[src/stack_register_machine_execute_core_macros.svh]
// ----------------------------------------------------------------------------
// Assertion macros for the stack register machine execute core
// Short forms for the concurrent checks at the end of the top level. Each
// macro samples on clk and is disabled while rst is high.
// ----------------------------------------------------------------------------
`ifndef STACK_REGISTER_MACHINE_EXECUTE_CORE_MACROS_SVH
`define STACK_REGISTER_MACHINE_EXECUTE_CORE_MACROS_SVH

// The consequent must hold in the same cycle as the antecedent.
`define SRMX_ASSERT_SAME(lbl, ante, cons, msg) \
  lbl: assert property (@(posedge clk) disable iff (rst) (ante) |-> (cons)) \
    else $error(msg);

// The consequent must hold in the cycle after the antecedent.
`define SRMX_ASSERT_NEXT(lbl, ante, cons, msg) \
  lbl: assert property (@(posedge clk) disable iff (rst) (ante) |=> (cons)) \
    else $error(msg);

`endif

[src/srmx_ram.sv]
// ----------------------------------------------------------------------------
// srmx_ram
// Generic single-write, single-read RAM with a registered read port. The
// read data holds while rd_en is low.
// ----------------------------------------------------------------------------
`default_nettype none

module srmx_ram #(
  parameter int WIDTH  = 32,
  parameter int DEPTH  = 64,
  parameter int ADDR_W = (DEPTH > 1) ? $clog2(DEPTH) : 1
) (
  input  wire logic              clk,
  input  wire logic              wr_en,
  input  wire logic [ADDR_W-1:0] wr_addr,
  input  wire logic [WIDTH-1:0]  wr_data,
  input  wire logic              rd_en,
  input  wire logic [ADDR_W-1:0] rd_addr,
  output      logic [WIDTH-1:0]  rd_data
);

  logic [WIDTH-1:0] mem [DEPTH];

  // Write port.
  always_ff @(posedge clk) begin
    if (wr_en) begin
      mem[wr_addr] <= wr_data;
    end
  end

  // Registered read port; a read at the address being written returns the old data.
  always_ff @(posedge clk) begin
    if (rd_en) begin
      rd_data <= mem[rd_addr];
    end
  end

endmodule

`default_nettype wire

[config.mk]
export PLATFORM = sky130hd
export DESIGN_NAME = srmx_ram
export DESIGN_NICKNAME = d
export VERILOG_FILES = /design/src/stack_register_machine_execute_core_macros.svh /design/src/srmx_ram.sv
export SDC_FILE = /design/constraint.sdc
export NUM_CORES = 2
export LEC_CHECK = 0
export BUFFER_PORTS_ARGS = -buffer_cell sky130_fd_sc_hd__buf_2
export CAP_MARGIN = 20
export CORE_MARGIN = 3
export CORE_UTILIZATION = 25
export CTS_BUF_LIST = sky130_fd_sc_hd__clkbuf_16
export DETAILED_ROUTE_END_ITERATION = 10
export GPL_TIMING_DRIVEN = 0
export PLACE_DENSITY_LB_ADDON = 0.25
export SLEW_MARGIN = 20
export SYNTH_ARGS = -nofsm -noshare
export SYNTH_HDL_FRONTEND = slang
export SYNTH_SLANG_ARGS = --single-unit
[constraint.sdc]
create_clock -name clk -period 5.18 [get_ports clk]
set_input_delay 1.036 -clock clk [delete_from_list [all_inputs] [get_ports clk]]
set_output_delay 1.036 -clock clk [all_outputs]
set_load 0.005 [all_outputs]
==> metrics.md <==
| Metric | Value |
|---|---|
| #FFs+latches synth | `2,080` |
| Total Wirelength | `around 270 mm` |
| Final Hold Fails | `0` |
| Sequential-to-total area share from yosys stat | `79.2%` |
| Syn Inst Count | `3,324` |
| Reg2reg setup slack | `around 2.1 ns` |
| Synth warn | `0` |
| Root Driver | `clkbuf_16` |
| DR WL/cell | `about 33 µm` |
| Worst Hold Class | `input port to flop` |
| Lkg Pwr | `between 20 and 30 nW` |
| Final worst path period share | `just under 90%` |
| Prevailing post-synth register cell | `edfxtp_1` |
| Setup bufs post-CTS | `0` |
| GPL Wtd Cong | `between 0.8 and 0.9` |
| Crit end category | `flop` |
| Synth cell count leaders | `edfxtp_1, mux4_2, nor2_1` |
| Cts hold-fix bufs | `0` |
| Iteration-0 DRC Markers | `approximately 5,200` |
| Share of layout cells above drive strength 1 | `between 30% and 40%` |
| Total die area | `between 0.3 and 0.4 mm²` |
| Area leader, netlist | `edfxtp_1` |
| Sw frac | `around 22%` |
| Hold path start | `wr_data[13]` |
| Crit-path max FO | `10` |
| Reg2reg end | `rd_data[18]` |
| Max-slew violation count | `0` |
| H-tree Lvls | `4` |
| Flop pwr share | `between 50% and 60%` |
| Initial Util | `around 25%` |
| Top cell type's share of synthesized area | `between 70% and 80%` |
| DP HPWL | `~180 mm` |
| Vias per cell | `between 4 and 5` |
| Actual slew at the worst max-slew pin | `1.23 ns` |
| P_sw | `~8 mW` |
| RSZ-0062 raised after global routing | `false` |
| Io pins | `79` |
| Remaining DRCs | `0` |
| Status | `finished clean` |
| Final ANT Viol Nets | `0` |
| Hold Crit Depth | `1` |
| Syn nets | `approximately 3,400` |
| Worst r2r path cells | `4` |
| Final setup viols | `0` |
| WP data arrival | `5.02 ns` |
| CTS tree | `yes` |
| Initial antenna violation count | `26` |
| Clock sink count | `around 2,100` |
| DR pass1 iterations | `5` |
| Core area | `between 0.3 and 0.4 mm²` |
| Worst Path Required | `around 5.7 ns` |
| Clk pwr share | `between 40% and 50%` |
| Peak VDD IR | `roughly 0.32 mV` |
| Crit Path Class | `input port to flop` |
| Critical path launch point type | `input port` |
| Library cells used by synthesis | `33` |
| MaxCap Viol Count | `0` |
| All-Layer GR Usage | `~16%` |
| PortBufs | `70` |
| Routed via count | `just under 40,000` |
| Worst Hold End | `mem[26][13]` |
| Clock slew at reported path FFs | `about 0.060 ns` |
| Fin worst setup slack | `0.637 ns` |
| Clk buf depth | `3` |
| Area contributors post-synth | `edfxtp_1, mux4_2, mux2i_1` |
| Post-synth EDFFs | `2,080` |
| Worst-Skew Late Latency | `0.84 ns` |
| Ys async rst share | `0%` |
| Area Overhead vs Synth | `20.6%` |
| Int Pwr | `around 28 mW` |
| Max Clock Freq | `~0.22 GHz` |
| Pwr/cell area | `around 380 mW/mm²` |
| Pre-CTS setup slack | `-0.169 ns` |
| Largest net degree at the start of global routing | `between 60 and 70` |
| Global-route wire length before repair | `355 mm` |
| Hold Slack | `roughly 0.64 ns` |
| Die width | `roughly 570 µm` |
| Std cell rows | `about 210` |
| Logic pwr share | `under 10%` |
| Mapped cell area | `approximately 0.079 mm²` |
| CTS buffer count | `roughly 210` |
| Clk_skew | `around 0.038 ns` |
| Vias in the first global route | `a little under 40,000` |
| Die height | `roughly 570 µm` |
| Most numerous cell in the Yosys netlist | `edfxtp_1` |
| # nets final | `between 3,000 and 4,000` |
| Post-route minimum period | `4.54 ns` |
| GRT overflow | `0` |
| RR Startpoint | `mem[27][18]` |
| Synth Area per Inst | `approximately 24 µm²` |
| Slew HR | `~18%` |
| Post_cts resized | `0` |
==> layout by cell type (no fill, tap or decap), drive strengths merged, types with 7 or more instances in the layout <==
cell type,synthesis,final
o221ai,27,27
mux4,544,544
o22ai,84,84
nor2,137,137
inv,0,68
clkinv,0,80
nor2b,15,15
nand2,26,26
nand2b,8,8
a21oi,62,62
bufinv,0,19
mux2i,93,93
a22oi,12,12
clkbuf,74,289
buf,108,326
nor3,7,7
edfxtp,2080,2080
a311oi,8,8
==> area by class of cell <==
| class | instances | area, µm² |
|---|---|---|
| antenna | 5 | 12.5 |
| buffer | 182 | 932 |
| clock buffer | 215 | 5380 |
| clock inverter | 171 | 1380 |
| fill | 30024 | 218000 |
| multi-input combinational | 1062 | 16000 |
| sequential | 2080 | 62500 |
| tap | 4140 | 5180 |
| timing repair buffer | 218 | 3730 |
==> how the worst max path moves through the flow <==
stage,start,end,cells past startpoint
detailed placement,rd_addr[1],rd_data[11],7
global route,rd_addr[1],rd_data[11],7
CTS,rd_addr[1],rd_data[11],7
floorplan,wr_addr[3],mem[48][0],4
finish,rd_addr[1],rd_data[18],7
global placement,wr_addr[4],mem[49][4],3
==> logic make-up after synthesis <==
group | count (synthesis) | share of synthesized area (%)
and+or+nand+nor | 223 | 1.26
DFF | 2080 | 79.2
AOI/OAI and AO/OA | 202 | 1.67
muxes | 637 | 16.7
buffers and inverters | 182 | 1.12
==> power by group through the flow <==
stage,Combinational (mW),Clock (mW),Sequential [mW]
floorplan,0.907,0,19.1
detailed placement,2.10,0,19.1
CTS,2.10,15.3,18.7
global placement,2.01,0,19.1
finish,2.07,15.1,18.7
global route,2.15,16.0,18.7
==> metal layers <==
layer  track usage (%)  up-vias  wire length [µm]
li1                  -    15234                 -
met1              21.9    21777            110000
met2              26.9     1607            129000
met3              2.40      360             16600
met4              4.93        2              9050
met5                 0        -                 7
==> stage by stage <==
step	cell area, µm²	instances	utilization [%]	power (mW)	TNS (ns)
final	95000	8073	30.4	35.8	0
after floorplan	78800	3324	-	20.0	0
after global routing	95000	8068	30.4	36.8	0
after detailed placement	88200	7680	28.2	21.2	-1.10
after global placement	84400	7534	27.0	21.1	-2442.78
after CTS	95000	8066	30.4	36.1	0
==> worst max-delay path: stages <==
cell	delay [ns]
buf_2	0.44
clkbuf_1	0.35
clkbuf_1	0.84
mux4_2	0.43
mux4_2	0.54
o22ai_1	0.89
nor2_1	0.44
==> sequential cells by signal (all words and copies together) (netlist names) <==
name     flops
mem       2048
rd_data     32
Note: power is estimated with default switching activity, not from simulation.
